File: src/rtl/tnu_div_cell.sv
// One quotient bit of a pipelined restoring divider.
`default_nettype none
module tnu_div_cell #(
	parameter int NW  = 48,
	parameter int DW  = 25,
	parameter int QW  = 24,
	parameter int BIT = 0
) (
	input  wire logic          clk,
	input  wire logic [NW-1:0] num_i,
	input  wire logic [DW-1:0] den_i,
	input  wire logic [QW-1:0] quo_i,
	output      logic [NW-1:0] num_o,
	output      logic [DW-1:0] den_o,
	output      logic [QW-1:0] quo_o
);
	localparam int CW = (NW > DW + QW) ? NW : DW + QW;

	logic [CW-1:0] res;
	logic [CW-1:0] dsh;
	logic [CW-1:0] diff;

	always_comb begin
		res  = CW'(num_i);
		dsh  = CW'(den_i) << BIT;
		diff = res - dsh;
	end

	always_ff @(posedge clk) begin
		den_o <= den_i;
		if (res >= dsh) begin
			num_o <= diff[NW-1:0];
			quo_o <= quo_i | (QW'(1) << BIT);
		end else begin
			num_o <= num_i;
			quo_o <= quo_i;
		end
	end
endmodule
`default_nettype wire

File: config.mk
export PLATFORM = sky130hd
export DESIGN_NAME = tnu_div_cell
export DESIGN_NICKNAME = d
export VERILOG_FILES = /design/src/rtl/tnu_div_cell.sv
export SDC_FILE = /design/constraint.sdc
export NUM_CORES = 1
export LEC_CHECK = 0
export BUFFER_PORTS_ARGS = -buffer_cell sky130_fd_sc_hd__buf_2
export CAP_MARGIN = 20
export CORE_UTILIZATION = 47
export CTS_CLUSTER_DIAMETER = 200
export DETAILED_ROUTE_END_ITERATION = 6
export GPL_TIMING_DRIVEN = 0
export PLACE_DENSITY = 0.93
export SLEW_MARGIN = 20
export SYNTH_ARGS = -nofsm -noshare
export SYNTH_HDL_FRONTEND = slang
export SYNTH_SLANG_ARGS = --single-unit
File: constraint.sdc
create_clock -name clk -period 3.15 [get_ports clk]
set_input_delay 0.1575 -clock clk [delete_from_list [all_inputs] [get_ports clk]]
set_output_delay 0.1575 -clock clk [all_outputs]
set_load 0.05 [all_outputs]
; ---- Word-level counts from Yosys, hierarchy flattened
; Cells that the tools add are included.
; Widths: inputs -> output; s select.
[classes]
addsub = 1
magnitude_cmp = 1
n_mux = 1
[op_table]
columns = op, count
row1 = $ge 48x25->1, 1
row2 = $mux 48, 1
row3 = $sub 48x25->48, 1
[totals]
reg_bits = 97
inputBits = 98
output_inout_bits = 97
wordCells = 7

; ---- Depth between registers and ports, before layout
[logic_depth]
word_depth = 2
depth_mapped = 12
mapped_depth_nobuf = 11

; ---- Least setup slack after synthesis
; OpenSTA, ideal clock, no wires.
[synth_timing]
path_type = input-to-reg
start = in num_i[0]
end = reg num_o[38]
setup_time_ns = 0.072
t_arrival_ns = 2.660
required_time_ns = 3.078
path_slack_ns = 0.418
cell_stages = 12
path_buffers = 1
path_cell_list = inv_1 ha_1 fa_1 nor2b_1 o31a_1 o22ai_1 o41ai_1 a21oi_1 o32a_1 buf_1 nand4b_1 xnor2_1
[synth_between]
elab_chain_cells = 2
elab_cells_between_ends = 3
classes_between = add/sub (1) / order compare (1) / mux (1)
[synth_lines]
columns = item, line
row1 = from (decl), 10  ; input wire logic [NW-1:0] num_i,
row2 = $sub 48x25->48 or $ge 48x25->1 (tied branches), "26, 31"
row3 = $mux 48 (*), 31  ; if (res >= dsh) begin
row4 = to (signal assigned), 32  ; num_o <= diff[NW-1:0];
row5 = to (signal assigned), 35  ; num_o <= num_i;
row6 = to (decl), 13  ; output logic [NW-1:0] num_o,
; Every way passes the cells marked *; elsewhere a longest branch is shown, timed or not.
; A chain may end at the register's enable or synchronous reset.

; ---- Worst setup path in the final report
[layout_timing]
start = in den_i[13]
end = reg num_o[35]
[layout_between]
elab_chain_cells = 2
elab_cells_between_ends = 3
classes_between = add/sub (1) / order compare (1) / mux (1)
[layout_lines]
columns = item, line
row1 = from (decl), 11  ; input wire logic [DW-1:0] den_i,
row2 = $sub 48x25->48 or $ge 48x25->1 (tied branches), "26, 31"
row3 = $mux 48 (*), 31
; Marks and branches as above.

==> run summary <==
Post-synth EDFFs: 0
register clock-pin slew on the reported worst setup and hold paths: 0.11 ns
IO Port Bufs: 194
metal3 WL: 984 µm
Core Util, Final: 71.34%
Slew @ Worst Pin: 0.6146 ns
syn_area_per_cell: 9.110 µm²
CTS buffer count: 9
Synth Flop Type: dfxtp_1
placed inst area: 0.005288 mm²
Final GP Congestion: 0.8705
Synth top area share: 46.44%
critical path, cell by cell: dlygate4sd3_1, buf_2, inv_1, ha_1, clkbuf_1, o21ai_0, a211oi_2, o2111ai_1, a21oi_1, nor2_2, nor3_4, buf_4, nand4_1, xnor2_1
Post CTS Setup Buffer Count: 0
CP max stage delay: 0.52 ns
post-DR wirelength/cell: 16.26 µm
GRT Overall Usage: 28.14%
IO Count: 195
outcome: completed
Synth Cell Area: 0.004182 mm²
layout cells sized above 1: 31.06%
vias in the first global route: 4409
Row Count: 34
Critical Path Sink Type: register
final setup violating endpoints: 0
CTS tree: done
Slew headroom: 58.49%
worst hold path class: input pin to register
Seq cells post-synth: 97
DR vias: 4475
Startpoint Class: input pin
crit path kind: input pin to register
first-pass GRT wire length: 20.06 mm
DIE HEIGHT: 96.33 µm
Non-Filler Instances: 843
fin crit share: 94.52%
post-route design area: 0.006191 mm²
Syn-to-layout area delta: 48.06%
hpwl dp: 9.255 mm
1st-pass router iterations: 7
placed insts: 761
Max Cap Viol: 0
Die Area: 0.009279 mm²
most common cell in the netlist: dfxtp_1
DR iter-0 viols: 237
Post-Synthesis Cells: 459
syn_nets: 583
area leader, netlist: dfxtp_1
metal1 wirelength: 5.172 mm
Lkg Pwr: 2.887 nW
CP Data Required Time: 3.45 ns
Pwr per Cell Area: 538.6 mW/mm²
Fin. Hold Viols: 0
Synth cell types: 45
Setup TNS: 0 ns
clock root buffer: clkbuf_8
Slowest cell on crit path: dlygate4sd3_1
htree depth: 3
YS warnings: 0
largest net degree at the start of global routing: 21
DRT antenna net count: 0
final WL: 13.71 mm
grt ovf: 0
Critical Path AT: 3.27 ns
sequential fraction of the synthesis area: 46.44%
Final min period: 2.978 ns
DR top layer: met5
FMAX: 0.3358 GHz
asr flop ratio synth: 0%
largest cells by area after synthesis: dfxtp_1, ha_1, xnor2_1
Initial Utilization: 48.18%
Post-synth top cells: dfxtp_1, nand2_1, o21ai_0
Max FO, Critical Path: 10
Residual DRC: 0
initial antenna violation count: 2
crit path buf inv count: 5
met2 WL: 6.879 mm
die width: 96.33 µm
CTS sink count: 97
delay-heaviest family, CP: buffers and inverters
clk buf depth: 2
fin nets: 853
Max IR drop VDD: 0.0003036 V
core footprint: 0.008678 mm²
vias per inst: 5.308
Final Max Slew Viols: 0
==> path summary, 6_finish.rpt <==
check | from | endpoint | slack (ns) | depth (start not counted)
max | den_i[13] | num_o[35]$_DFF_P_ | 0.17 | 14
min | num_i[12] | num_o[12]$_DFF_P_ | 0.004 | 3
==> state kept, by name, indices dropped and copies added, names as in the netlist <==
name / count
den_o: 25
num_o: 48
quo_o: 24
==> metrics by stage <==
step | power, mW | setup WS, ns | hold slack [ns]
5_1_grt | 3.469 | -0.03993 | 0.006917
2_1_floorplan | 2.160 | 0.4180 | 0.1852
6_report | 3.335 | 0.1725 | 0.004152
4_1_cts | 3.298 | 0.01835 | 0.0002539
3_5_place_dp | 2.436 | -0.3456 | 0.2614
3_3_place_gp | 2.414 | -0.2535 | 0.2594
==> layer usage <==
| metal | global-route usage [%] | vias up |
|---|---|---|
| met2 | 49.53 | 250 |
| met3 | 7.030 | 64 |
| met5 | 0 | - |
| li1 | - | 2131 |
| met1 | 31.00 | 2028 |
| met4 | 15.07 | 2 |
==> logic make-up (layout without fill, tap and decap cells) <==
family                     count (synthesis)  in the layout  synth area share, %
and+or+nand+nor                          134            134                16.01
DFF                                       97             97                46.44
xor gates and xnor gates                  44             44                9.216
adders and majority gates                 26             26                7.959
buffers and inverters                     47            322                4.398
AOI/OAI and AO/OA                        111            111                15.98
other                                      0              1                    0
==> report_power, final <==
| group | switching, mW | total, mW | internal, mW |
|---|---|---|---|
| clock network | 0.513 | 0.830 | 0.317 |
| logic | 0.783 | 1.12 | 0.340 |
| registers | 0.0308 | 1.38 | 1.35 |
==> layout make-up <==
class                      instances  area, µm²
buffer                            15      70.07
clock buffer                       9      123.9
tap                              108      135.1
sequential                        97       1942
multi-input combinational        315       2090
inverter                          32      120.1
clock inverter                     7      86.33
timing repair buffer             259       1622
fill                             624       2487
antenna                            1      2.502
==> worst min-delay path: stages <==
cell and delay (ns):
buf_2 0.09, nand2_1 0.04, o21ai_0 0.06
==> cells in the final DEF, fill, tap and decap left out, drive strengths merged, types with 2 or more instances in the layout <==
cell / n
ha: 25
o21ai: 44
xnor2: 35
inv: 33
nand4b: 4
a31oi: 4
nand3: 13
clkinv: 6
nor4: 3
dlygate4sd3: 65
o2111ai: 2
clkbuf: 21
nand2b: 5
o22ai: 2
or3: 3
nand3b: 2
xor2: 9
o21bai: 4
o21a: 5
a211oi: 4
nand4: 10
nor2: 24
o41ai: 3
or4: 3
dfxtp: 97
buf: 197
a21o: 8
nor2b: 3
nor3: 13
a21oi: 28
and3: 2
nand2: 47
==> repair_timing <==
action / in CTS / in global routing
hold endpoints to repair: 63 / 2
resized for setup: 0 / 15
hold buffers: 63 / 2
setup endpoints to repair: 0 / 48
Note: power is estimated with default switching activity, not from simulation.
