$ cat config.mk
export PLATFORM = sky130hd
export DESIGN_NAME = tnu_sqrt_cell
export DESIGN_NICKNAME = d
export VERILOG_FILES = /design/src/rtl/tnu_sqrt_cell.sv
export SDC_FILE = /design/constraint.sdc
export NUM_CORES = 1
export LEC_CHECK = 0
export ABC_AREA = 1
export ABC_CLOCK_PERIOD_IN_PS = 2600
export BUFFER_PORTS_ARGS = -buffer_cell sky130_fd_sc_hd__buf_2
export CORE_ASPECT_RATIO = 2
export CORE_MARGIN = 5
export CORE_UTILIZATION = 40
export CTS_BUF_LIST = sky130_fd_sc_hd__clkbuf_4 sky130_fd_sc_hd__clkbuf_8 sky130_fd_sc_hd__clkbuf_16
export DETAILED_ROUTE_END_ITERATION = 12
export GPL_TIMING_DRIVEN = 0
export PLACE_DENSITY = 0.73
export SYNTH_ARGS = -nofsm -noshare
export SYNTH_HDL_FRONTEND = slang
export SYNTH_SLANG_ARGS = --single-unit
$ cat constraint.sdc
create_clock -name clk -period 2.6 [get_ports clk]
set_clock_uncertainty 0.2 [all_clocks]
set_input_delay 0.26 -clock clk [delete_from_list [all_inputs] [get_ports clk]]
set_output_delay 0.26 -clock clk [all_outputs]
set_load 0.005 [all_outputs]
$ cat src/rtl/tnu_sqrt_cell.sv
// One digit step of a pipelined integer square root.
`default_nettype none
module tnu_sqrt_cell #(
	parameter int W = 48
) (
	input  wire logic             clk,
	input  wire logic [W-1:0]     rad_i,
	input  wire logic [W/2+1:0]   rem_i,
	input  wire logic [W/2-1:0]   root_i,
	output      logic [W-1:0]     rad_o,
	output      logic [W/2+1:0]   rem_o,
	output      logic [W/2-1:0]   root_o
);
	localparam int K = W / 2;

	logic [K+3:0] cur;
	logic [K+3:0] trial;
	logic [K+3:0] diff;
	logic         take;

	always_comb begin
		cur   = {rem_i, rad_i[W-1:W-2]};
		trial = {2'b00, root_i, 2'b01};
		diff  = cur - trial;
		take  = (cur >= trial);
	end

	always_ff @(posedge clk) begin
		rad_o <= {rad_i[W-3:0], 2'b00};
		if (take) begin
			rem_o  <= diff[K+1:0];
			root_o <= {root_i[K-2:0], 1'b1};
		end else begin
			rem_o  <= cur[K+1:0];
			root_o <= {root_i[K-2:0], 1'b0};
		end
	end
endmodule
`default_nettype wire

* Word level (Yosys, flattened, before mapping)
Cells that the tools add are included.
** Word-level totals
- Output and inout bits :: 98
- Input port bits :: 99
- Bits in registers :: 96
** Operators by class
- $lt $le $gt $ge :: 1
- Add/sub/neg operators :: 1
- Muxes and demuxes :: 2
** Operator list (count)
- >= comparator 28 x 26 -> 1 bit :: 1
- 2-to-1 mux 26 bit :: 1
- subtractor 26 bit :: 1
- 2-to-1 mux 1 bit :: 1

* Logic depth before layout (Yosys ltp)
Gate-level depths: netlist (run 1).
- Depth after elaboration :: 2
- Mapped depth :: 14
- Depth with buffers taken out :: 14

* Worst setup path before layout (run 1)
Ideal clock, no wire load.
- Path type :: input to register
- Start point :: input root_i[12]
- End point :: register rem_o[22]
- Data arrival time :: 1.658 ns
- Cell stages on the path :: 14
- Buffers on the path :: 2
- Setup time :: 0.113 ns
- Path slack :: 0.629 ns
- Path through :: inv_1 > ha_1 > nand2_2 > inv_1 > nand2_1 > nand2_1 > nand2_1 > nand2_1 > a21oi_4 > nand3_2 > buf_6 > buf_6 > nand3_1 > nand2_1
** Between the ends
- Longest elaborated chain between the ends :: 2
** RTL lines
- start: declaration :: RTL line 9 : input wire logic [W/2-1:0] root_i,
- >= comparator 28 x 26 -> 1 bit :: RTL line 25 : take = (cur >= trial);
- net take :: RTL line 19 : logic take;
- 2-to-1 mux 26 bit :: RTL line 30 : if (take) begin
- end signal: assignment :: RTL line 31 : rem_o <= diff[K+1:0];
- end signal: assignment :: RTL line 34 : rem_o <= cur[K+1:0];
- end: declaration :: RTL line 11 : output logic [W/2+1:0] rem_o,
The timed path passes the listed nets, and every way through them passes these cells.

* Worst setup path after layout (run 1)
- Start point :: input root_i[3]
- End point :: register rem_o[13]
** Between the ends
- Longest elaborated chain between the ends :: 2
** RTL lines (RTL line)
- subtractor 26 bit or >= comparator 28 x 26 -> 1 bit (tied branches) :: 24, 25
- 2-to-1 mux 26 bit (*) :: 30
Mark *: on every way between the ends. The rest lies on a longest branch, timed or not.

==> results of run 1 <==
[per-layer routing]
layer / global-route usage [%] / wire (µm)
met4: 14.42 / 903
met3: 5.500 / 989
met2: 47.36 / 8665
met5: 0 / 0
met1: 20.55 / 4864
[cell families after synthesis]
logic type / count (synthesis)
xor gates and xnor gates: 13
buffers and inverters: 136
adders and majority gates: 26
other: 1
DFF: 96
AOI/OAI and AO/OA: 32
and+or+nand+nor: 294
[report_power, final]
part	total (mW)	internal [mW]	switching (mW)
Sequential	1.65	1.61	0.0367
Combinational	0.905	0.421	0.484
Clock	1.27	0.669	0.605
[synthesized netlist by cell type, types with 4 or more instances]
library cell    n  share of area [%]
nand3b_1        4               0.69
o21ai_0        13                1.5
xor2_1         12                2.4
nand4_1        20                2.9
a21oi_1        14                1.6
nor2_1         29                2.5
inv_1         126                 11
ha_1           26                7.5
nand3_1        27                3.1
dfxtp_1        96                 44
nand2_1       204                 18
[sequential cells by signal, indices dropped and copies added (netlist names)]
signal / cells
root_o: 24
rad_o: 46
rem_o: 26
[through the flow]
| step | util [%] | total power [mW] | setup WS (ns) |
|---|---|---|---|
| after detailed placement | 51.95 | 2.451 | 0.05550 |
| after CTS | 63.02 | 3.836 | 0.01862 |
| after floorplan | - | 2.105 | 0.6286 |
| final | 63.65 | 3.826 | 0.1370 |
| after global placement | 51.95 | 2.438 | 0.04460 |
| after global routing | 63.65 | 4.032 | -0.02269 |
[path summary, 6_finish.rpt]
path / slack (ns) / depth (start not counted) / end / startpoint
min: 0.006 / 3 / rem_o[22] / rem_i[20]
max: 0.14 / 15 / rem_o[13] / root_i[3]
[final cells by class]
cell class | count | area, µm²
inverter | 126 | 473.0
clock inverter | 7 | 61.31
sequential | 96 | 1922
fill | 905 | 3832
antenna | 1 | 2.502
clock buffer | 9 | 225.2
tap | 137 | 171.4
buffer | 9 | 55.05
timing repair buffer | 283 | 1859
multi-input combinational | 367 | 1942
[repair_timing]
item | in CTS | in global routing
buffers inserted | 0 | 1
hold buffers | 88 | 0
hold endpoints to repair | 88 | 0
endpoints found under the setup margin | 0 | 26
gates resized for setup | 0 | 15
[worst max-delay path: stages]
cell,delay (ns)
dlygate4sd3_1,0.53
buf_2,0.12
inv_1,0.06
ha_4,0.29
nand2_1,0.09
nor2_2,0.11
inv_1,0.07
nor2_1,0.08
nand2_1,0.10
nand3_4,0.11
nand2_2,0.11
nand3_2,0.11
buf_2,0.26
nand3_1,0.16
nand2_1,0.09
==> flow_summary.ini, run 1 <==
[drt]
drtIter0Drc = 232
wirelength_um = 15420
firstDrtPassIters = 4
drc = 0
ant_nets = 0
vias = 4710
wire_per_inst_um = 14.90
avgViaCountPerCell = 4.551

[cells_and_area]
area_delta_synth_final_pct = 54.94
drive_gt1_share_pct = 26.31
layout_common_cells = nand2_1 (202), buf_2 (196), inv_1 (126)
layout_commonest_cell = nand2_1
stdcell_area_um2 = 6711
layout.cells.non_filler = 1035
final_nets = 1017

[die]
rows = 53
initial_utilization_pct = 41.08
die_area_um2 = 13140
die_h_um = 157.2
core_area_um2 = 10540
pin_count = 197
die_w_um = 83.59

[yosys]
synth.area.mux_share_pct = 0
synth_xor_area_share_pct = 2.629
synth_fa_ha_area_share_pct = 7.510
ys_types = 28
synth_area_um2 = 4332
syn_area_per_cell_um2 = 7.244
yosys.area_share.simple_pct = 28.83
ys_seq_area_share_pct = 44.37
ys.flop_type = dfxtp_1
netlist_instances = 598
ys_warn_count = 0
synth_edf_count = 0
synth_top_family_by_area = simple AND/OR/NAND/NOR gates
ys_seq_elements = 96
async_reset_ff_share_pct = 0
synth_compound_area_share_pct = 4.188

[clock_network]
cts_tree = done
cts_max_level = 3
cts.sink_count = 96
ctsRootBufferMaster = clkbuf_16
clock_path_buffers = 2
cts_buffers = 9
path_clk_slew_ns = 0.07

[sta]
setup_viol = 0
period_needed_ns = 2.463
setup-tns-final_ns = 0
maxSlewHeadroom_pct = 64.07
hold_viol = 0
drv_slew = 0
worst_pin_slew_ns = 0.5390
max_freq_mhz = 406.0
hold-worst-slack_ns = 0.006162
post-route-period-util_pct = 94.73

[place]
gp_congestion = 0.9976
dpl-instance-area_um2 = 5478
dpl.hpwl_um = 11360
place_inst = 930
place.port_buffers = 194

[setup_path]
required_ns = 2.68
crit_fanout = 10
crit_type = primary input to flop
crit_path_start_kind = primary input
arrival_ns = 2.55
cp-end-kind = flop

[global_route]
antenna_found_initial = 1
grt_pass1_vias = 4800
grt_max_degree = 19
grt_pass1_wl_um = 24310
grtUsageTotal_pct = 23.65
overflow = 0

[power_and_ir_drop]
ir_worst_vdd_uv = 356.5
p_leak_nw = 3.790
powerDensity_nw_per_um2 = 570.1

[job]
cap_violations = 0

[worst_hold_path]
hold_class = primary input to flop

[outcome]
status = complete, no violations
Power figures use the tool's default switching activity.
==> run 2, diff against run 1 <==
ABC_CLOCK_PERIOD_IN_PS = 3100   (was 2600)
clock period = 3.1 ns   (was 2.6 ns; I/O delays follow)
==> run 2 against run 1 <==
- first-iteration DRC count is 10% lower
- critical path depth is 1 lower
- clock-buffer cell count did not move
- core utilization shrank 2.4 points
- power is 17% lower
- wire length is 1.6% lower
- combinational power is 20% lower
- sequential share of layout area grew 1.1 points
- global-route usage shrank 0.41 points
- critical path type unchanged
==> flow_summary.ini, run 2 (same netlist as run 1, synthesis figures left out) <==
[sta]
post-route-period-util_pct = 89.10
setup-tns-final_ns = 0
worst_pin_slew_ns = 0.5451
setup_ws_ns = 0.3377
maxSlewHeadroom_pct = 63.66
hold-worst-slack_ns = 0.02290
setup_viol = 0
max_freq_mhz = 362.0
rsz0062_at_grt = false
hold_viol = 0
period_needed_ns = 2.762
drv_slew = 0

[cells_and_area]
n_fill_cell = 947
layout_commonest_cell = nand2_1
largest_register_ffs = 46
largest-register = rad_o
top_regs = rad_o (46), rem_o (26), root_o (24)
layout_common_cells = nand2_1 (204), buf_2 (196), inv_1 (126)
antennaDiodeCount = 0
multi_input_area_um2 = 1877
regArea_um2 = 1922
final_nets = 998
drive_gt1_share_pct = 25.63
area_delta_synth_final_pct = 49.02

[clock_network]
cts_max_level = 3
cts.sink_count = 96
cts_buffers = 9
cts_tree = done
cts_resized = 0
cts_setup_buffers = 0
clock_path_buffers = 2
ctsRootBufferMaster = clkbuf_16
path_clk_slew_ns = 0.07

[die]
pin_count = 197
die_h_um = 157.2
core_area_um2 = 10540
die_area_um2 = 13140
initial_utilization_pct = 41.08
rows = 53
die_w_um = 83.59

[drt]
drc = 0
vias = 4643
wire_per_inst_um = 14.95
wirelength_um = 15170
drtIter0Drc = 208
firstDrtPassIters = 4
avgViaCountPerCell = 4.574
ant_nets = 0

[power_and_ir_drop]
total_power_mw = 3.184
p_int_mw = 2.241
power_frac_comb_pct = 22.7
p_seq_share_pct = 43.4
ir_worst_vdd_uv = 308.1
p_sw_share_pct = 29.62
power.switching_mw = 0.9429
clkPwrFrac_pct = 33.9
p_leak_nw = 3.705
powerDensity_nw_per_um2 = 493.2

[setup_path]
crit_path_start_kind = primary input
cp-end-kind = flop
required_ns = 3.19
crit_fanout = 10
crit_type = primary input to flop
arrival_ns = 2.85

[place]
dp_slack_ns = 0.5055
gp_congestion = 0.9976
place.port_buffers = 194
dpl.hpwl_um = 11360

[global_route]
grt_max_degree = 19
grtUsageTotal_pct = 23.24
grt_pass1_vias = 4681
antenna_found_initial = 0
grt_pass1_wl_um = 23720
overflow = 0

[job]
cap_violations = 0

[worst_hold_path]
hold_depth = 3
hold_class = primary input to flop

[outcome]
status = complete, no violations
## run 2: power by group through the flow
stage	combinational [mW]	sequential, mW	clock [mW]
after CTS	0.723	1.38	1.10
final	0.724	1.38	1.08
after detailed placement	0.650	1.41	0
after floorplan	0.341	1.43	0
after global placement	0.642	1.40	0
after global routing	0.813	1.39	1.14
## run 2: timing repair
item	CTS	global route
endpoints found under the setup margin	0	0
hold buffers	69	0
endpoints found under the hold margin	69	0
## run 2: path summary, 6_finish.rpt
| check | startpoint | endpoint | slack (ns) |
|---|---|---|---|
| min | rem_i[8] | rem_o[10] | 0.02 |
| max | root_i[9] | rem_o[23] | 0.34 |
## run 2: final cells by class
cell class	instances	area share, %
plain buffers	10	0.9886
clock buffers	9	3.489
clock inverters	7	0.9498
inverters	126	7.327
multi-input cells	367	29.08
flip-flops and latches	96	29.77
well taps	137	2.656
repair buffers	263	25.74
## run 2: per-layer routing
metal | vias to the layer above | share of wire [%] | routed length (µm) | GRT usage [%]
met3 | 46 | 6.9 | 1044 | 5.919
li1 | 2355 | - | - | -
met5 | - | 0 | 0 | 0
met1 | 2033 | 32 | 4827 | 20.10
met2 | 209 | 55 | 8414 | 46.71
met4 | 0 | 5.8 | 886 | 13.27
## run 2: worst max-delay path: stages
cell,delay (ns)
dlygate4sd3_1,0.53
buf_2,0.12
inv_1,0.05
ha_1,0.36
nand2_1,0.14
nor2_1,0.22
nand2_1,0.13
nor3_2,0.15
nand3_2,0.16
nand3_2,0.14
buf_6,0.15
buf_6,0.16
nand3_1,0.13
nand2_1,0.09
## run 2: metrics by stage
stage	std cells	util, %	instance area, µm²
finish	1015	61.22	6455
global route	1015	61.22	6455
CTS	1015	61.22	6455
detailed placement	930	51.95	5478
global placement	930	51.95	5478
floorplan	599	-	4335
==> run 3, diff against run 2 <==
ABC_AREA = default   (was 1)
PLACE_DENSITY = 0.75   (was 0.73)
RECOVER_POWER = 100   (was default)
SKIP_LAST_GASP = 1   (was default)
==> run 3 against run 2 <==
- hold slack got worse by 0.0089 ns
- wire length fell by 26%
- power fell by 1.1%
- clock-buffer cell count rose by 1
- sequential cell count did not move
- cell count fell by 28%
- synthesized cell count fell by 42%
- final area fell by 10%
- worst setup slack got worse by 0.20 ns
- critical path type unchanged
- largest cell class unchanged
==> flow_summary.ini, run 3 <==
[die]
rows = 50
die_h_um = 147.2
pin_count = 197
die_w_um = 78.60
core_area_um2 = 9321
initial_utilization_pct = 40.39
die_area_um2 = 11570

[clock_network]
cts_max_level = 3
ctsRootBufferMaster = clkbuf_16
clock_path_buffers = 2
cts_buffers = 9
cts.sink_count = 96
cts_tree = done
path_clk_slew_ns = 0.07

[yosys]
netlist_instances = 345
syn_area_per_cell_um2 = 10.91
async_reset_ff_share_pct = 0
netlist_top_cells_area = dfxtp_1 (51%), ha_1 (8.6%), mux2_4 (6.4%)
synth_top_area_share_pct = 51.05
ys_seq_area_share_pct = 51.05
ys.flop_type = dfxtp_1
synth_area_um2 = 3765
synthTopCellsByCount = dfxtp_1 (96), inv_1 (30), ha_1 (26)
synth_most_common_cell = dfxtp_1
synth_edf_count = 0
ys_seq_elements = 96
ys_types = 50
yosysTopAreaCell = dfxtp_1
ys_warn_count = 0

[cells_and_area]
layout.cells.non_filler = 731
largest_register_ffs = 46
largest-register = rad_o
top_regs = rad_o (46), rem_o (26), root_o (24)
drive_gt1_share_pct = 28.23
layout_commonest_cell = buf_2
final_nets = 747
antennaDiodeCount = 0
layout_common_cells = buf_2 (125), dfxtp_1 (96), clkbuf_1 (71)
n_fill_cell = 785
stdcell_area_um2 = 5786
final_core_util_pct = 62.07
area_delta_synth_final_pct = 53.67

[drt]
drtIter0Drc = 114
drc = 0
wirelength_um = 11230
ant_nets = 0
firstDrtPassIters = 4
avgViaCountPerCell = 4.858
wire_per_inst_um = 15.36
vias = 3551

[sta]
max_freq_mhz = 337.9
period_needed_ns = 2.960
hold-worst-slack_ns = 0.01400
hold_viol = 0
drv_slew = 0
setup_viol = 0
setup-tns-final_ns = 0
post-route-period-util_pct = 95.48
setup_ws_ns = 0.1402

[worst_hold_path]
hold_class = primary input to flop

[outcome]
status = complete, no violations

[power_and_ir_drop]
p_leak_nw = 2.799
powerDensity_nw_per_um2 = 544.3
p_sw_share_pct = 26.45
clkPwrFrac_pct = 34.0
p_int_mw = 2.316
power_frac_comb_pct = 21.9
ir_worst_vdd_uv = 261.6
total_power_mw = 3.149
power.switching_mw = 0.8328
p_seq_share_pct = 44.1

[place]
place.port_buffers = 194
place_inst = 644
gp_congestion = 0.8711
dpl.hpwl_um = 8169
dp_slack_ns = -0.04303
dpl-instance-area_um2 = 4870

[setup_path]
arrival_ns = 2.99
crit_fanout = 5
crit_type = primary input to flop
crit_path_start_kind = primary input
required_ns = 3.13
cp-end-kind = flop

[global_route]
antenna_found_initial = 0
grt_pass1_wl_um = 17750
grtUsageTotal_pct = 19.49
grt_max_degree = 19
grt_pass1_vias = 3824
overflow = 0

[job]
cap_violations = 0
==> run 3: layer usage <==
metal | global-route usage, % | part of all wire [%] | vias up
li1 | - | - | 1730
met5 | 0 | 0 | -
met3 | 3.374 | 5.2 | 29
met1 | 17.03 | 32 | 1649
met2 | 39.65 | 59 | 143
met4 | 10.42 | 3.3 | 0
==> run 3: what timing repair did <==
item,CTS,global route
endpoints found under the hold margin,69,0
resized for setup,0,2
setup endpoints to repair,0,24
setup buffers,0,2
hold buffers,69,0
==> run 3: power by group through the flow <==
| stage | clock [mW] | sequential, mW | combinational, mW |
|---|---|---|---|
| finish | 1.07 | 1.39 | 0.688 |
| global route | 1.17 | 1.40 | 0.754 |
| CTS | 1.10 | 1.39 | 0.708 |
| detailed placement | 0 | 1.41 | 0.636 |
| global placement | 0 | 1.41 | 0.622 |
| floorplan | 0 | 1.44 | 0.351 |
==> run 3: critical path: stages <==
cell,delay (ns)
dlygate4sd3_1,0.54
buf_2,0.13
inv_1,0.05
ha_1,0.35
and2_1,0.15
and2_1,0.20
o211ai_2,0.16
a31oi_2,0.24
nor2_2,0.09
o21ai_4,0.24
buf_4,0.20
mux2_2,0.34
==> run 3: worst paths after layout <==
| kind | from | endpoint | cells after the start |
|---|---|---|---|
| max | root_i[10] | rem_o[7] | 12 |
| min | rem_i[12] | rem_o[14] | 2 |
==> run 3: layout make-up <==
class / instances / area (µm²) / area share [%]
timing repair buffer: 265 / 1588 / 27.44
sequential: 96 / 1922 / 33.22
multi-input combinational: 214 / 1672 / 28.89
buffer: 6 / 65.06 / 1.125
tap: 104 / 130.1 / 2.249
clock inverter: 6 / 57.56 / 0.9948
clock buffer: 10 / 239.0 / 4.131
inverter: 30 / 112.6 / 1.946
==> run 3: cells by family (layout without fill, tap and decap cells) <==
kind of cell,count (synthesis),count (layout),synth area share (%)
multiplexers,24,24,8.707
buffers and inverters,36,317,4.719
XOR/XNOR,23,23,5.351
flip-flops,96,96,51.05
other,1,2,0.09961
AO/OA/AOI/OAI,72,72,12.70
AND/OR/NAND/NOR,67,67,8.741
adder cells (fa/ha/maj),26,26,8.641
